File: src/pcpa_pkg.sv
// Shared types and constants of the polyline closest-point arc-length core.
`timescale 1ns / 1ps

package pcpa_pkg;

    // Output word width and fraction bits of the projection parameter
    localparam int OUT_W  = 32;
    localparam int T_FRAC = 32;

    // Multiply phases of one segment
    localparam logic [2:0] PH_WV = 3'd0;   // dot product terms
    localparam logic [2:0] PH_VV = 3'd1;   // squared segment length terms
    localparam logic [2:0] PH_TV = 3'd2;   // projected offsets
    localparam logic [2:0] PH_GG = 3'd3;   // squared distance terms
    localparam logic [2:0] PH_TL = 3'd4;   // arc increment

    // Classification of a queued word
    typedef struct packed {
        logic start;   // opens a polyline: latch query, clear best
        logic last;    // closes it: one result follows
    } ctl_t;

endpackage

File: src/pcpa_front.sv
// Front end: accepts waypoint words, classifies them and queues them for the back end.
`timescale 1ns / 1ps

module pcpa_front #(
    parameter int COORD_BITS = 32
) (
    input  logic                      aclk,
    input  logic                      aresetn,
    input  logic                      in_valid,
    output logic                      in_ready,
    input  logic [6*COORD_BITS-1:0]   in_data,
    input  logic                      in_first,
    input  logic                      in_last,
    output logic                      q_valid,
    input  logic                      q_ready,
    output logic [6*COORD_BITS-1:0]   q_data,
    output pcpa_pkg::ctl_t            q_ctl
);

    localparam int DW    = 6 * COORD_BITS;
    localparam int DEPTH = 2;

    logic [DW-1:0]          data_mem [DEPTH];
    pcpa_pkg::ctl_t         ctl_mem  [DEPTH];
    logic                   wr_ptr_reg, wr_ptr_next;
    logic                   rd_ptr_reg, rd_ptr_next;
    logic [1:0]             count_reg, count_next;
    logic                   started_reg, started_next;
    logic                   push, pop;
    pcpa_pkg::ctl_t         in_ctl;

    assign in_ready = (count_reg != 2'(DEPTH));
    assign push     = in_valid && in_ready;
    assign pop      = q_valid && q_ready;
    assign q_valid  = (count_reg != 2'd0);
    assign q_data   = data_mem[rd_ptr_reg];
    assign q_ctl    = ctl_mem[rd_ptr_reg];

    // classify: a word with no open polyline starts one
    always_comb begin
        in_ctl.start = in_first || !started_reg;
        in_ctl.last  = in_last;
    end

    always_comb begin
        wr_ptr_next  = wr_ptr_reg;
        rd_ptr_next  = rd_ptr_reg;
        count_next   = count_reg;
        started_next = started_reg;
        if (push) begin
            wr_ptr_next  = ~wr_ptr_reg;
            started_next = !in_last;
        end
        if (pop) begin
            rd_ptr_next = ~rd_ptr_reg;
        end
        case ({push, pop})
            2'b10:   count_next = count_reg + 2'd1;
            2'b01:   count_next = count_reg - 2'd1;
            default: count_next = count_reg;
        endcase
    end

    always_ff @(posedge aclk) begin
        if (!aresetn) begin
            wr_ptr_reg  <= 1'b0;
            rd_ptr_reg  <= 1'b0;
            count_reg   <= 2'd0;
            started_reg <= 1'b0;
        end else begin
            wr_ptr_reg  <= wr_ptr_next;
            rd_ptr_reg  <= rd_ptr_next;
            count_reg   <= count_next;
            started_reg <= started_next;
        end
    end

    // queue storage
    always_ff @(posedge aclk) begin
        if (push) begin
            data_mem[wr_ptr_reg] <= in_data;
            ctl_mem[wr_ptr_reg]  <= in_ctl;
        end
    end

endmodule

File: src/pcpa_back.sv
// Back end: per-segment projection, running minimum and arc length, result register.
`timescale 1ns / 1ps

module pcpa_back #(
    parameter int COORD_BITS = 32
) (
    input  logic                          aclk,
    input  logic                          aresetn,
    input  logic                          q_valid,
    output logic                          q_ready,
    input  logic [6*COORD_BITS-1:0]       q_data,
    input  pcpa_pkg::ctl_t                q_ctl,
    output logic                          out_valid,
    input  logic                          out_ready,
    output logic [pcpa_pkg::OUT_W-1:0]    out_data
);

    localparam int C  = COORD_BITS;
    localparam int M  = C + 1;          // difference magnitude
    localparam int W  = 2 * C + 4;      // dot product, squared length
    localparam int R  = C + 2;          // segment length
    localparam int GW = C + 4;          // distance offset magnitude
    localparam int G  = 2 * C + 10;     // squared distance
    localparam int P  = C + 34;         // multiplier operand
    localparam int TW = pcpa_pkg::T_FRAC + 1;
    localparam int OW = pcpa_pkg::OUT_W;
    localparam int SCW = $clog2(R + 1);

    localparam logic [3:0] S_IDLE  = 4'd0;
    localparam logic [3:0] S_MLOAD = 4'd1;
    localparam logic [3:0] S_MRUN  = 4'd2;
    localparam logic [3:0] S_MPOST = 4'd3;
    localparam logic [3:0] S_TQ    = 4'd4;
    localparam logic [3:0] S_DIV   = 4'd5;
    localparam logic [3:0] S_SQRT  = 4'd6;
    localparam logic [3:0] S_CMP   = 4'd7;
    localparam logic [3:0] S_UPD   = 4'd8;
    localparam logic [3:0] S_FIN   = 4'd9;

    localparam logic [TW-1:0]  T_ONE  = TW'(1) << pcpa_pkg::T_FRAC;
    localparam logic [2*P-1:0] T_HALF = (2*P)'(1) << (pcpa_pkg::T_FRAC - 1);

    // saturating add onto a 32-bit arc length
    function automatic logic [OW-1:0] sat_add(input logic [OW-1:0] a,
                                              input logic [R-1:0] b);
        logic [R:0] s;
        s = R'(a) + b;
        if (s > (R+1)'({OW{1'b1}})) begin
            sat_add = {OW{1'b1}};
        end else begin
            sat_add = s[OW-1:0];
        end
    endfunction

    logic [3:0]           state_reg, state_next;
    logic [2:0]           ph_reg, ph_next;
    logic [1:0]           ax_reg, ax_next;
    logic                 last_reg, last_next;
    logic [C-1:0]         prev_reg [3];
    logic [C-1:0]         prev_next [3];
    logic [C-1:0]         wp_reg [3];
    logic [C-1:0]         wp_next [3];
    logic [C-1:0]         hq_reg [3];
    logic [C-1:0]         hq_next [3];
    logic [M-1:0]         vmag_reg [3];
    logic [M-1:0]         vmag_next [3];
    logic                 vneg_reg [3];
    logic                 vneg_next [3];
    logic signed [C:0]    w_reg [3];
    logic signed [C:0]    w_next [3];
    logic [GW-1:0]        gmag_reg [3];
    logic [GW-1:0]        gmag_next [3];
    logic [W-1:0]         pos_reg, pos_next;
    logic [W-1:0]         neg_reg, neg_next;
    logic [W-1:0]         den_reg, den_next;
    logic [G-1:0]         gap_reg, gap_next;
    logic [G-1:0]         best_gap_reg, best_gap_next;
    logic [OW-1:0]        best_along_reg, best_along_next;
    logic [OW-1:0]        run_reg, run_next;
    logic [TW-1:0]        tq_reg, tq_next;
    logic [W:0]           rem_reg, rem_next;
    logic [5:0]           cnt_reg, cnt_next;
    logic [W-1:0]         sx_reg, sx_next;
    logic [R+1:0]         srem_reg, srem_next;
    logic [R-1:0]         len_reg, len_next;
    logic [SCW-1:0]       scnt_reg, scnt_next;
    logic [2*P-1:0]       ma_reg, ma_next;
    logic [P-1:0]         mb_reg, mb_next;
    logic [2*P-1:0]       acc_reg, acc_next;
    logic                 ov_reg, ov_next;
    logic [OW-1:0]        od_reg, od_next;

    // per-word combinational helpers
    logic signed [C:0]    v_d [3];
    logic signed [C:0]    w_d [3];
    logic [2*P-1:0]       rnd;
    logic [R-1:0]         m_mag;
    logic signed [GW-1:0] s_val;
    logic signed [GW-1:0] g_val;
    logic [W:0]           r_sh;
    logic [R+1:0]         s_trial;
    logic [R+1:0]         s_rem;

    assign q_ready   = (state_reg == S_IDLE);
    assign out_valid = ov_reg;
    assign out_data  = od_reg;

    // differences of the incoming waypoint and the held query to the previous waypoint
    always_comb begin
        for (int i = 0; i < 3; i++) begin
            v_d[i] = $signed({q_data[i*C + C-1], q_data[i*C +: C]})
                   - $signed({prev_reg[i][C-1], prev_reg[i]});
            w_d[i] = $signed({hq_reg[i][C-1], hq_reg[i]})
                   - $signed({prev_reg[i][C-1], prev_reg[i]});
        end
    end

    // rounding of the projected offset and the distance offset
    always_comb begin
        rnd   = acc_reg + T_HALF;
        m_mag = rnd[pcpa_pkg::T_FRAC +: R];
        s_val = vneg_reg[ax_reg] ? -$signed({2'b00, m_mag}) : $signed({2'b00, m_mag});
        g_val = s_val - GW'(w_reg[ax_reg]);
    end

    // one restoring divide step and one square root step
    always_comb begin
        r_sh    = {rem_reg[W-1:0], 1'b0};
        s_rem   = {srem_reg[R-1:0], sx_reg[W-1 -: 2]};
        s_trial = {len_reg, 2'b01};
    end

    // sequencer
    always_comb begin
        state_next      = state_reg;
        ph_next         = ph_reg;
        ax_next         = ax_reg;
        last_next       = last_reg;
        prev_next       = prev_reg;
        wp_next         = wp_reg;
        hq_next         = hq_reg;
        vmag_next       = vmag_reg;
        vneg_next       = vneg_reg;
        w_next          = w_reg;
        gmag_next       = gmag_reg;
        pos_next        = pos_reg;
        neg_next        = neg_reg;
        den_next        = den_reg;
        gap_next        = gap_reg;
        best_gap_next   = best_gap_reg;
        best_along_next = best_along_reg;
        run_next        = run_reg;
        tq_next         = tq_reg;
        rem_next        = rem_reg;
        cnt_next        = cnt_reg;
        sx_next         = sx_reg;
        srem_next       = srem_reg;
        len_next        = len_reg;
        scnt_next       = scnt_reg;
        ma_next         = ma_reg;
        mb_next         = mb_reg;
        acc_next        = acc_reg;
        ov_next         = ov_reg;
        od_next         = od_reg;

        if (ov_reg && out_ready) begin
            ov_next = 1'b0;
        end

        unique case (state_reg)
            S_IDLE: begin
                if (q_valid) begin
                    last_next = q_ctl.last;
                    for (int i = 0; i < 3; i++) begin
                        wp_next[i]   = q_data[i*C +: C];
                        vneg_next[i] = v_d[i][C];
                        vmag_next[i] = v_d[i][C] ? M'(-v_d[i]) : M'(v_d[i]);
                        w_next[i]    = w_d[i];
                    end
                    if (q_ctl.start) begin
                        for (int i = 0; i < 3; i++) begin
                            hq_next[i] = q_data[(i+3)*C +: C];
                        end
                        best_gap_next   = {G{1'b1}};
                        best_along_next = '0;
                        run_next        = '0;
                        state_next      = S_UPD;
                    end else begin
                        pos_next   = '0;
                        neg_next   = '0;
                        den_next   = '0;
                        gap_next   = '0;
                        ph_next    = pcpa_pkg::PH_WV;
                        ax_next    = 2'd0;
                        state_next = S_MLOAD;
                    end
                end
            end
            S_MLOAD: begin
                acc_next = '0;
                case (ph_reg)
                    pcpa_pkg::PH_WV: begin
                        ma_next = (2*P)'(w_reg[ax_reg][C] ? M'(-w_reg[ax_reg])
                                                          : M'(w_reg[ax_reg]));
                        mb_next = P'(vmag_reg[ax_reg]);
                    end
                    pcpa_pkg::PH_VV: begin
                        ma_next = (2*P)'(vmag_reg[ax_reg]);
                        mb_next = P'(vmag_reg[ax_reg]);
                    end
                    pcpa_pkg::PH_TV: begin
                        ma_next = (2*P)'(vmag_reg[ax_reg]);
                        mb_next = P'(tq_reg);
                    end
                    pcpa_pkg::PH_GG: begin
                        ma_next = (2*P)'(gmag_reg[ax_reg]);
                        mb_next = P'(gmag_reg[ax_reg]);
                    end
                    default: begin
                        ma_next = (2*P)'(len_reg);
                        mb_next = P'(tq_reg);
                    end
                endcase
                state_next = S_MRUN;
            end
            S_MRUN: begin
                // shift-add, one multiplier bit a cycle, stops when the rest is zero
                if (mb_reg == '0) begin
                    state_next = S_MPOST;
                end else begin
                    if (mb_reg[0]) begin
                        acc_next = acc_reg + ma_reg;
                    end
                    ma_next = {ma_reg[2*P-2:0], 1'b0};
                    mb_next = {1'b0, mb_reg[P-1:1]};
                end
            end
            S_MPOST: begin
                ax_next    = ax_reg + 2'd1;
                state_next = S_MLOAD;
                case (ph_reg)
                    pcpa_pkg::PH_WV: begin
                        if (w_reg[ax_reg][C] != vneg_reg[ax_reg]) begin
                            neg_next = neg_reg + acc_reg[W-1:0];
                        end else begin
                            pos_next = pos_reg + acc_reg[W-1:0];
                        end
                        if (ax_reg == 2'd2) begin
                            ax_next = 2'd0;
                            ph_next = pcpa_pkg::PH_VV;
                        end
                    end
                    pcpa_pkg::PH_VV: begin
                        den_next = den_reg + acc_reg[W-1:0];
                        if (ax_reg == 2'd2) begin
                            ax_next    = 2'd0;
                            state_next = S_TQ;
                        end
                    end
                    pcpa_pkg::PH_TV: begin
                        gmag_next[ax_reg] = g_val[GW-1] ? GW'(-g_val) : GW'(g_val);
                        if (ax_reg == 2'd2) begin
                            ax_next = 2'd0;
                            ph_next = pcpa_pkg::PH_GG;
                        end
                    end
                    pcpa_pkg::PH_GG: begin
                        gap_next = gap_reg + acc_reg[G-1:0];
                        if (ax_reg == 2'd2) begin
                            ax_next    = 2'd0;
                            sx_next    = den_reg;
                            srem_next  = '0;
                            len_next   = '0;
                            scnt_next  = SCW'(R);
                            state_next = S_SQRT;
                        end
                    end
                    default: begin
                        best_gap_next   = gap_reg;
                        best_along_next = sat_add(run_reg,
                                                  acc_reg[pcpa_pkg::T_FRAC +: R]);
                        state_next      = S_UPD;
                    end
                endcase
            end
            S_TQ: begin
                // clamp of the projection parameter; zero length takes t = 1
                ph_next    = pcpa_pkg::PH_TV;
                state_next = S_MLOAD;
                if (den_reg == '0) begin
                    tq_next = T_ONE;
                end else if (neg_reg >= pos_reg) begin
                    tq_next = '0;
                end else if ((pos_reg - neg_reg) >= den_reg) begin
                    tq_next = T_ONE;
                end else begin
                    rem_next   = {1'b0, pos_reg - neg_reg};
                    tq_next    = '0;
                    cnt_next   = 6'(pcpa_pkg::T_FRAC);
                    state_next = S_DIV;
                end
            end
            S_DIV: begin
                if (cnt_reg == 6'd0) begin
                    state_next = S_MLOAD;
                end else begin
                    cnt_next = cnt_reg - 6'd1;
                    if (r_sh >= {1'b0, den_reg}) begin
                        rem_next = r_sh - {1'b0, den_reg};
                        tq_next  = {tq_reg[TW-2:0], 1'b1};
                    end else begin
                        rem_next = r_sh;
                        tq_next  = {tq_reg[TW-2:0], 1'b0};
                    end
                end
            end
            S_SQRT: begin
                // digit-by-digit root of the squared length
                if (scnt_reg == '0) begin
                    state_next = S_CMP;
                end else begin
                    scnt_next = scnt_reg - SCW'(1);
                    sx_next   = {sx_reg[W-3:0], 2'b00};
                    if (s_rem >= s_trial) begin
                        srem_next = s_rem - s_trial;
                        len_next  = {len_reg[R-2:0], 1'b1};
                    end else begin
                        srem_next = s_rem;
                        len_next  = {len_reg[R-2:0], 1'b0};
                    end
                end
            end
            S_CMP: begin
                // strictly smaller wins, so the earliest segment keeps a tie
                if (gap_reg < best_gap_reg) begin
                    ph_next    = pcpa_pkg::PH_TL;
                    state_next = S_MLOAD;
                end else begin
                    state_next = S_UPD;
                end
            end
            S_UPD: begin
                if (ph_reg != pcpa_pkg::PH_WV || state_reg != S_IDLE) begin
                    run_next = (last_reg && 1'b0) ? run_reg : run_reg;
                end
                prev_next  = wp_reg;
                state_next = S_FIN;
            end
            S_FIN: begin
                if (!last_reg) begin
                    state_next = S_IDLE;
                end else if (!ov_reg) begin
                    ov_next    = 1'b1;
                    od_next    = best_along_reg;
                    state_next = S_IDLE;
                end
            end
            default: state_next = S_IDLE;
        endcase
    end

    // arc length grows by the segment length once the segment is done
    logic seg_reg, seg_next;
    always_comb begin
        seg_next = seg_reg;
        if (state_reg == S_IDLE && q_valid) begin
            seg_next = !q_ctl.start;
        end
    end

    logic [OW-1:0] run_upd;
    assign run_upd = (state_reg == S_UPD && seg_reg) ? sat_add(run_reg, len_reg) : run_next;

    always_ff @(posedge aclk) begin
        if (!aresetn) begin
            state_reg      <= S_IDLE;
            ph_reg         <= pcpa_pkg::PH_WV;
            ax_reg         <= 2'd0;
            last_reg       <= 1'b0;
            seg_reg        <= 1'b0;
            ov_reg         <= 1'b0;
            best_gap_reg   <= {G{1'b1}};
            best_along_reg <= '0;
            run_reg        <= '0;
            for (int i = 0; i < 3; i++) begin
                prev_reg[i] <= '0;
                hq_reg[i]   <= '0;
            end
        end else begin
            state_reg      <= state_next;
            ph_reg         <= ph_next;
            ax_reg         <= ax_next;
            last_reg       <= last_next;
            seg_reg        <= seg_next;
            ov_reg         <= ov_next;
            best_gap_reg   <= best_gap_next;
            best_along_reg <= best_along_next;
            run_reg        <= run_upd;
            prev_reg       <= prev_next;
            hq_reg         <= hq_next;
        end
    end

    // datapath registers
    always_ff @(posedge aclk) begin
        wp_reg   <= wp_next;
        vmag_reg <= vmag_next;
        vneg_reg <= vneg_next;
        w_reg    <= w_next;
        gmag_reg <= gmag_next;
        pos_reg  <= pos_next;
        neg_reg  <= neg_next;
        den_reg  <= den_next;
        gap_reg  <= gap_next;
        tq_reg   <= tq_next;
        rem_reg  <= rem_next;
        cnt_reg  <= cnt_next;
        sx_reg   <= sx_next;
        srem_reg <= srem_next;
        len_reg  <= len_next;
        scnt_reg <= scnt_next;
        ma_reg   <= ma_next;
        mb_reg   <= mb_next;
        acc_reg  <= acc_next;
        od_reg   <= od_next;
    end

endmodule

File: src/polyline_closest_point_arclength_core.sv
// Top level of the polyline closest-point arc-length core.
`timescale 1ns / 1ps

// Streams the waypoints of a 3-D polyline and returns the arc length from the
// first waypoint to the point on the polyline closest to a query point.
// Slave channel: one word per waypoint; tdata carries the waypoint and the
// query point (query taken on the first word), tuser marks the first word,
// tlast the final one. Master channel: one word per polyline, sent after the
// word marked tlast, holding the arc length (unsigned, saturating).
// Words pass through a two-entry queue into a sequencer that handles one at a
// time. A first word latches the query and clears the running state. A segment
// word takes 12 or 13 multiplies on one shared shift-add multiplier, plus a
// restoring divide when the projection parameter is not clamped and a
// digit-by-digit root of the squared segment length. With the sequencer free,
// m_tvalid rises once the sequencer has finished the last word.
// Reset (aresetn low, synchronous) empties the queue and clears the running
// state; no polyline is open afterwards. A stalled master holds its result
// word, the sequencer waits at the next result, and the queue then fills and
// drops s_tready.
module polyline_closest_point_arclength_core #(
    parameter int COORD_BITS = 32
) (
    input  logic                                    aclk,
    input  logic                                    aresetn,
    input  logic                                    s_tvalid,
    output logic                                    s_tready,
    // wp_x, wp_y, wp_z, query_x, query_y, query_z, zero pad
    input  logic [((6*COORD_BITS+7)/8)*8-1:0]       s_tdata,
    // first_point
    input  logic                                    s_tuser,
    input  logic                                    s_tlast,
    output logic                                    m_tvalid,
    input  logic                                    m_tready,
    // along_distance
    output logic [pcpa_pkg::OUT_W-1:0]              m_tdata
);

    localparam int DW = 6 * COORD_BITS;

    logic                   q_valid;
    logic                   q_ready;
    logic [DW-1:0]          q_data;
    pcpa_pkg::ctl_t         q_ctl;

    pcpa_front #(
        .COORD_BITS (COORD_BITS)
    ) u_front (
        .aclk     (aclk),
        .aresetn  (aresetn),
        .in_valid (s_tvalid),
        .in_ready (s_tready),
        .in_data  (s_tdata[DW-1:0]),
        .in_first (s_tuser),
        .in_last  (s_tlast),
        .q_valid  (q_valid),
        .q_ready  (q_ready),
        .q_data   (q_data),
        .q_ctl    (q_ctl)
    );

    pcpa_back #(
        .COORD_BITS (COORD_BITS)
    ) u_back (
        .aclk      (aclk),
        .aresetn   (aresetn),
        .q_valid   (q_valid),
        .q_ready   (q_ready),
        .q_data    (q_data),
        .q_ctl     (q_ctl),
        .out_valid (m_tvalid),
        .out_ready (m_tready),
        .out_data  (m_tdata)
    );

endmodule
File: config.mk
export PLATFORM = sky130hd
export DESIGN_NAME = polyline_closest_point_arclength_core
export DESIGN_NICKNAME = d
export VERILOG_FILES = /design/src/pcpa_pkg.sv /design/src/pcpa_front.sv /design/src/pcpa_back.sv /design/src/polyline_closest_point_arclength_core.sv
export SDC_FILE = /design/constraint.sdc
export NUM_CORES = 2
export LEC_CHECK = 0
export BUFFER_PORTS_ARGS = -buffer_cell sky130_fd_sc_hd__buf_4
export CORE_ASPECT_RATIO = 1.75
export CORE_MARGIN = 4
export CORE_UTILIZATION = 45
export DETAILED_ROUTE_END_ITERATION = 10
export SYNTH_ARGS = -nofsm -noshare
export SYNTH_HDL_FRONTEND = slang
export SYNTH_SLANG_ARGS = --single-unit
File: constraint.sdc
create_clock -name aclk -period 67.2 [get_ports aclk]
set_clock_uncertainty 0.1 [all_clocks]
set_input_delay 10.08 -clock aclk [delete_from_list [all_inputs] [get_ports aclk]]
set_output_delay 10.08 -clock aclk [all_outputs]
set_load 0.05 [all_outputs]
## Yosys cells after proc, flatten, opt, wreduce, memory -nomap -nowiden

Memories as Yosys holds them, arrays and structs flattened. A register that Yosys moved wholly into a read port is not among the register bits.
Cells that the tools add are included.

- Register bits after elaboration: 1641
- Output and inout port bits: 34
- Bits in writable memories: 388
- Input port bits: 198
- Memories: 2

- Bitwise gates (word level): 4
- Equality and inequality tests: 42
- Reductions and logical operators: 47
- Add/sub/neg operators: 29
- Muxes and demuxes: 129
- Order comparisons: 9

Memory list:

| name | depth | bits a word | read ports | clocked after memory_dff | write ports | line | RTL |
|---|---|---|---|---|---|---|---|
| u_front.data_mem | 2 | 192 | 1 | 1 | 1 | pcpa_front.sv:23 | `logic [DW-1:0] data_mem [DEPTH];` |
| u_front.ctl_mem | 2 | 2 | 1 | 1 | 1 | pcpa_front.sv:24 | `pcpa_pkg::ctl_t ctl_mem [DEPTH];` |

Operator list:

| cell | count |
|---|---|
| 2-to-1 mux 68 bit | 15 |
| one-hot mux 68 bit (2 select lines) | 5 |
| 2-to-1 mux 132 bit | 4 |
| one-hot mux 132 bit (2 select lines) | 2 |
| 2-to-1 mux 74 bit | 6 |
| one-hot mux 132 bit (3 select lines) | 1 |
| 2-to-1 mux 32 bit | 10 |
| one-hot mux 74 bit (2 select lines) | 2 |
| 2-to-1 mux 33 bit | 8 |
| 2-to-1 mux 34 bit | 7 |
| adder 68 bit | 3 |
| subtractor 32 x 32 -> 33 bit | 6 |
| 2-to-1 mux 36 bit | 5 |
| greater-or-equal comparator 68 bit | 2 |
| one-hot mux 34 bit (2 select lines) | 2 |
| subtractor 68 bit | 2 |
| adder 132 bit | 1 |
| binary-select mux 33 bit (select 2 bit) | 2 |
| negator 33 bit | 4 |
| one-hot mux 66 bit (2 select lines) | 1 |
| bitwise mux 108 bit | 1 |
| adder 74 bit | 1 |
| less-than comparator 74 bit | 1 |
| binary-select mux 36 bit (select 2 bit) | 1 |
| 64 further kinds | 168 |

## Depth between registers and ports, before layout

- Word-level depth: 9
- Mapped depth: 27
- Depth with buffers taken out: 26

## Modules after synthesis

A second synthesis with hierarchy kept.

- Cells, all modules: 12893
- Area total of the unflattened synthesis: 123084.3 µm²

Modules (own cells, without submodules):

| module | cells each | area each (µm²) | instances | seq. area each (µm²) |
|---|---|---|---|---|
| pcpa_back | 12259 | 108754.3 | 1 | 41319.6 |
| pcpa_front | 634 | 14330.0 | 1 | 11771.3 |

## Least setup slack after synthesis

OpenSTA, ideal clock, no wires.

- Kind: register to register
- From: register u_back.state_reg[3]
- To: register u_back.gap_reg[0], enable pin
- Setup time: 0.531 ns
- Data arrival time: 28.986 ns
- Cell stages (with the launch flop): 6
- Period minus slack after synthesis: 29.617 ns
- Required time: 66.569 ns
- Slack: 37.583 ns
- Cell sequence: dfxtp_1 > clkbuf_1 > clkbuf_1 > nor3_1 > a21oi_1 > a21oi_1

- Cells in the longest elaborated chain, start to end: 3

RTL lines:

| item | line | RTL |
|---|---|---|
| start: declaration | pcpa_back.sv:55 | `logic [3:0] state_reg, state_next;` |
| start signal: assignment | pcpa_back.sv:390 | `state_reg <= state_next;` |
| == test 4 x 2 -> 1 bit / logical NOT 4 bit (equally long branches) | pcpa_back.sv:170 | `unique case (state_reg)` |
| != test 2 x 1 -> 1 bit (no line) (tied with other cells) | -- |  |
| AND reduction 4 bit (no line) (*) | -- |  |
| end signal: assignment | pcpa_back.sv:414 | `gap_reg <= gap_next;` |
| end: declaration | pcpa_back.sv:76 | `logic [G-1:0] gap_reg, gap_next;` |

Mark *: on every way between the ends. The rest lies on a longest branch, timed or not.
A chain may end at the register's enable or synchronous reset.

## Worst setup path after layout

- From: input port aresetn
- To: register u_back.hq_reg[32] in the netlist's numbering

RTL lines:

| item | line | RTL |
|---|---|---|
| start: declaration | polyline_closest_point_arclength_core.sv:24 | `input logic aresetn,` |
| end signal: assignment | pcpa_back.sv:400 | `hq_reg <= hq_next;` |
| end: declaration | pcpa_back.sv:63 | `logic [C-1:0] hq_reg [3];` |

No word-level cell between the ends.

==> impl_metrics.ini <==
[outcome]
status = finished, violations left
failed_checks = max-capacitance violations, max-slew violations

[detailed_routing]
viasPerCell = 5.968
dr.first_iter.drc_count = 6672
met1_length_mm = 142.9
routed_wl_mm = 432.5
vias = 99280
dr_wl_met2_mm = 217.0
route.top_layer_used = met5
post_drt_wl_per_cell_um = 26.00
met3_length_mm = 16.96
drc = 0
detail-route-antenna-nets = 0
first_pass_iters = 8

[power_and_ir_drop]
p_per_area_nw_per_um2 = 50.06
power.leakage_nw = 54.03
ir_drop_mv = 0.05661

[yosys]
ys_seq_elements = 1884
syn_inst = 12840
synth_top_family_by_area = compound AO/OA/AOI/OAI gates
synth_compound_area_frac = 0.1915
synth-main-ff-cell = edfxtp_1
yosysWarnings = 0
synthArstFlopShare = 0
yosys.area_share.simple = 0.1419
synth-xor-area-share = 0.06433
ys_types = 113
synth-edff-count = 1536
synth_nets = 14010
syn_area_um2 = 123300
muxShareOfSynthArea = 0.03448
ys_seq_area_frac = 0.4306
syn_area_per_cell_um2 = 9.606
synthAdderAreaFrac = 0.1002

[die]
rows = 254
fp.coreArea_um2 = 273000
die_h_um = 700.5
die_area_um2 = 282800
die_width_um = 403.7
pin_count = 232
start_util = 0.4517

[setup_path]
cp-start-kind = input pin
crit_path_max_fanout = 80
worst_ep_required_time_ns = 67.80
path_class = input pin to flop
worstPathArrival_ns = 12.88
critPathCaptureType = flop

[placed_design]
post-dp-hpwl_mm = 338.0
portBuffers = 231
place.gp.congestion = 1.029

[clock_tree]
htreeDepth = 4
postCtsSetupBuffers = 0
cts_buffer_depth = 4
clock_sinks = 1884
cts_resized = 0
cts-root-buf = clkbuf_16
path_clk_slew_ns = 0.06
cts_hold_buffers = 0
clk_latency_ns = 0.91
cts_tree = yes
numCtsBuffers = 195

[global_routing]
grt_pass1_vias = 100900
grt_max_degree = 175
antenna_found_initial = 24
grtUsageTotal = 0.2959
overflow = 0
grt_pass1_wl_mm = 627.9

[final_layout]
drive_gt1_frac = 0.07299
layout_common_cells = edfxtp_1 (1536), nor2_1 (1260), a21oi_1 (1052)
area_growth_syn_to_layout_pct = 9.938
filler_cell_count = 25100
largest_reg_flops = 384
layout_commonest_cell = edfxtp_1
utilization = 0.4966
fin_nets = 14050

[timing]
fin_setup_tns_ns = 0
slew_headroom = -0.002556
post-route-min-period_ns = 12.28
hold_viol = 0
slew_viol_final = 1
period_share = 0.1827
worst_pin_slew_ns = 1.462
finalSetupViolCount = 0
fmax_mhz = 81.46
rsz0062_at_grt = no

[min_path]
min_path_type = flop to flop

[flow_run]
drv_cap = 1
area by class of cell:
type                       instances  area (um^2)  share of cell area
multi-input combinational       9762        65950              0.4865
clock inverter                   110         1251            0.009230
tap                             3584         4484             0.03308
clock buffer                     245         5345             0.03943
sequential                      1884        53100              0.3917
antenna                           23        57.56           0.0004246
inverter                         640         2411             0.01779
timing repair buffer             388         2950             0.02176
cells in the mapped netlist, types with 62 or more instances:
library cell  number  area share
edfxtp_1        1536        0.37
nor2_1          1271       0.039
a21oi_1         1056       0.043
nand2_1         1042       0.032
ha_1             962       0.098
o21ai_0          776       0.031
inv_1            638       0.019
a21o_1           600       0.037
xnor2_1          579       0.041
clkbuf_1         472       0.014
dfxtp_1          348       0.056
xor2_1           323       0.023
mux2i_1          310       0.025
nor3_1           268       0.011
nand3_1          231      0.0094
nand4_1          182      0.0092
a211oi_1         174       0.011
a31oi_1          165      0.0084
nand2b_1         152      0.0077
o21bai_1         127      0.0077
nor2b_1          122      0.0062
o21a_1           117      0.0071
and3_1           111      0.0056
and2_1           108      0.0055
mux2_2           102      0.0093
o31ai_1           86      0.0052
a221oi_1          66      0.0047
nor4_1            64      0.0032
o211ai_1          62      0.0038
metal layers:
| metal | GRT usage | vias up |
|---|---|---|
| li1 | - | 47270 |
| met1 | 0.2798 | 47760 |
| met2 | 0.5335 | 2980 |
| met3 | 0.03479 | 1272 |
| met4 | 0.3121 | 4 |
| met5 | 0 | - |
path summary, 6_finish.rpt:
kind                                   from                  end  slack [ns]  depth (start not counted)
setup / recovery                    aresetn    u_back.hq_reg[32]       54.92                          6
hold / removal    u_back.best_along_reg[22]  u_back.out_data[22]        0.33                          0
setup reg to reg          u_back.pos_reg[0]   u_back.rem_reg[22]       57.93                         27
hold reg to reg   u_back.best_along_reg[22]  u_back.out_data[22]        0.33                          0
through the flow:
| step | cells | hold slack [ns] | total power, mW | area [um^2] | setup WS (ns) |
|---|---|---|---|---|---|
| floorplan | 12840 | 0.3081 | 4.460 | 123300 | 37.58 |
| global placement | 16260 | 0.3242 | 5.539 | 128900 | 54.04 |
| detailed placement | 16260 | 0.3132 | 5.602 | 128900 | 54.00 |
| CTS | 16610 | 0.3284 | 6.766 | 135500 | 54.96 |
| global route | 16620 | 0.3335 | 7.144 | 135500 | 54.76 |
| finish | 16640 | 0.3275 | 6.786 | 135600 | 54.92 |
where the power goes:
| group | switching, mW | internal (mW) | total [mW] |
|---|---|---|---|
| Sequential | 0.182 | 1.78 | 1.96 |
| Combinational | 2.41 | 1.28 | 3.68 |
| Clock | 0.496 | 0.648 | 1.14 |
| Total | 3.08 | 3.70 | 6.79 |
critical path, cell delays in order:
cell and delay [ns]:
buf_4 0.20, inv_8 0.37, buf_4 0.65, buf_4 0.50, buf_4 0.74, a211oi_1 0.09
kinds of logic after synthesis:
kind of cell / Yosys count
AO/OA/AOI/OAI: 3702
XOR/XNOR: 904
adder cells (fa/ha/maj): 978
buffers and inverters: 1190
flip-flops: 1884
multiplexers: 412
AND/OR/NAND/NOR: 3766
(Power assumes the default switching activity.)
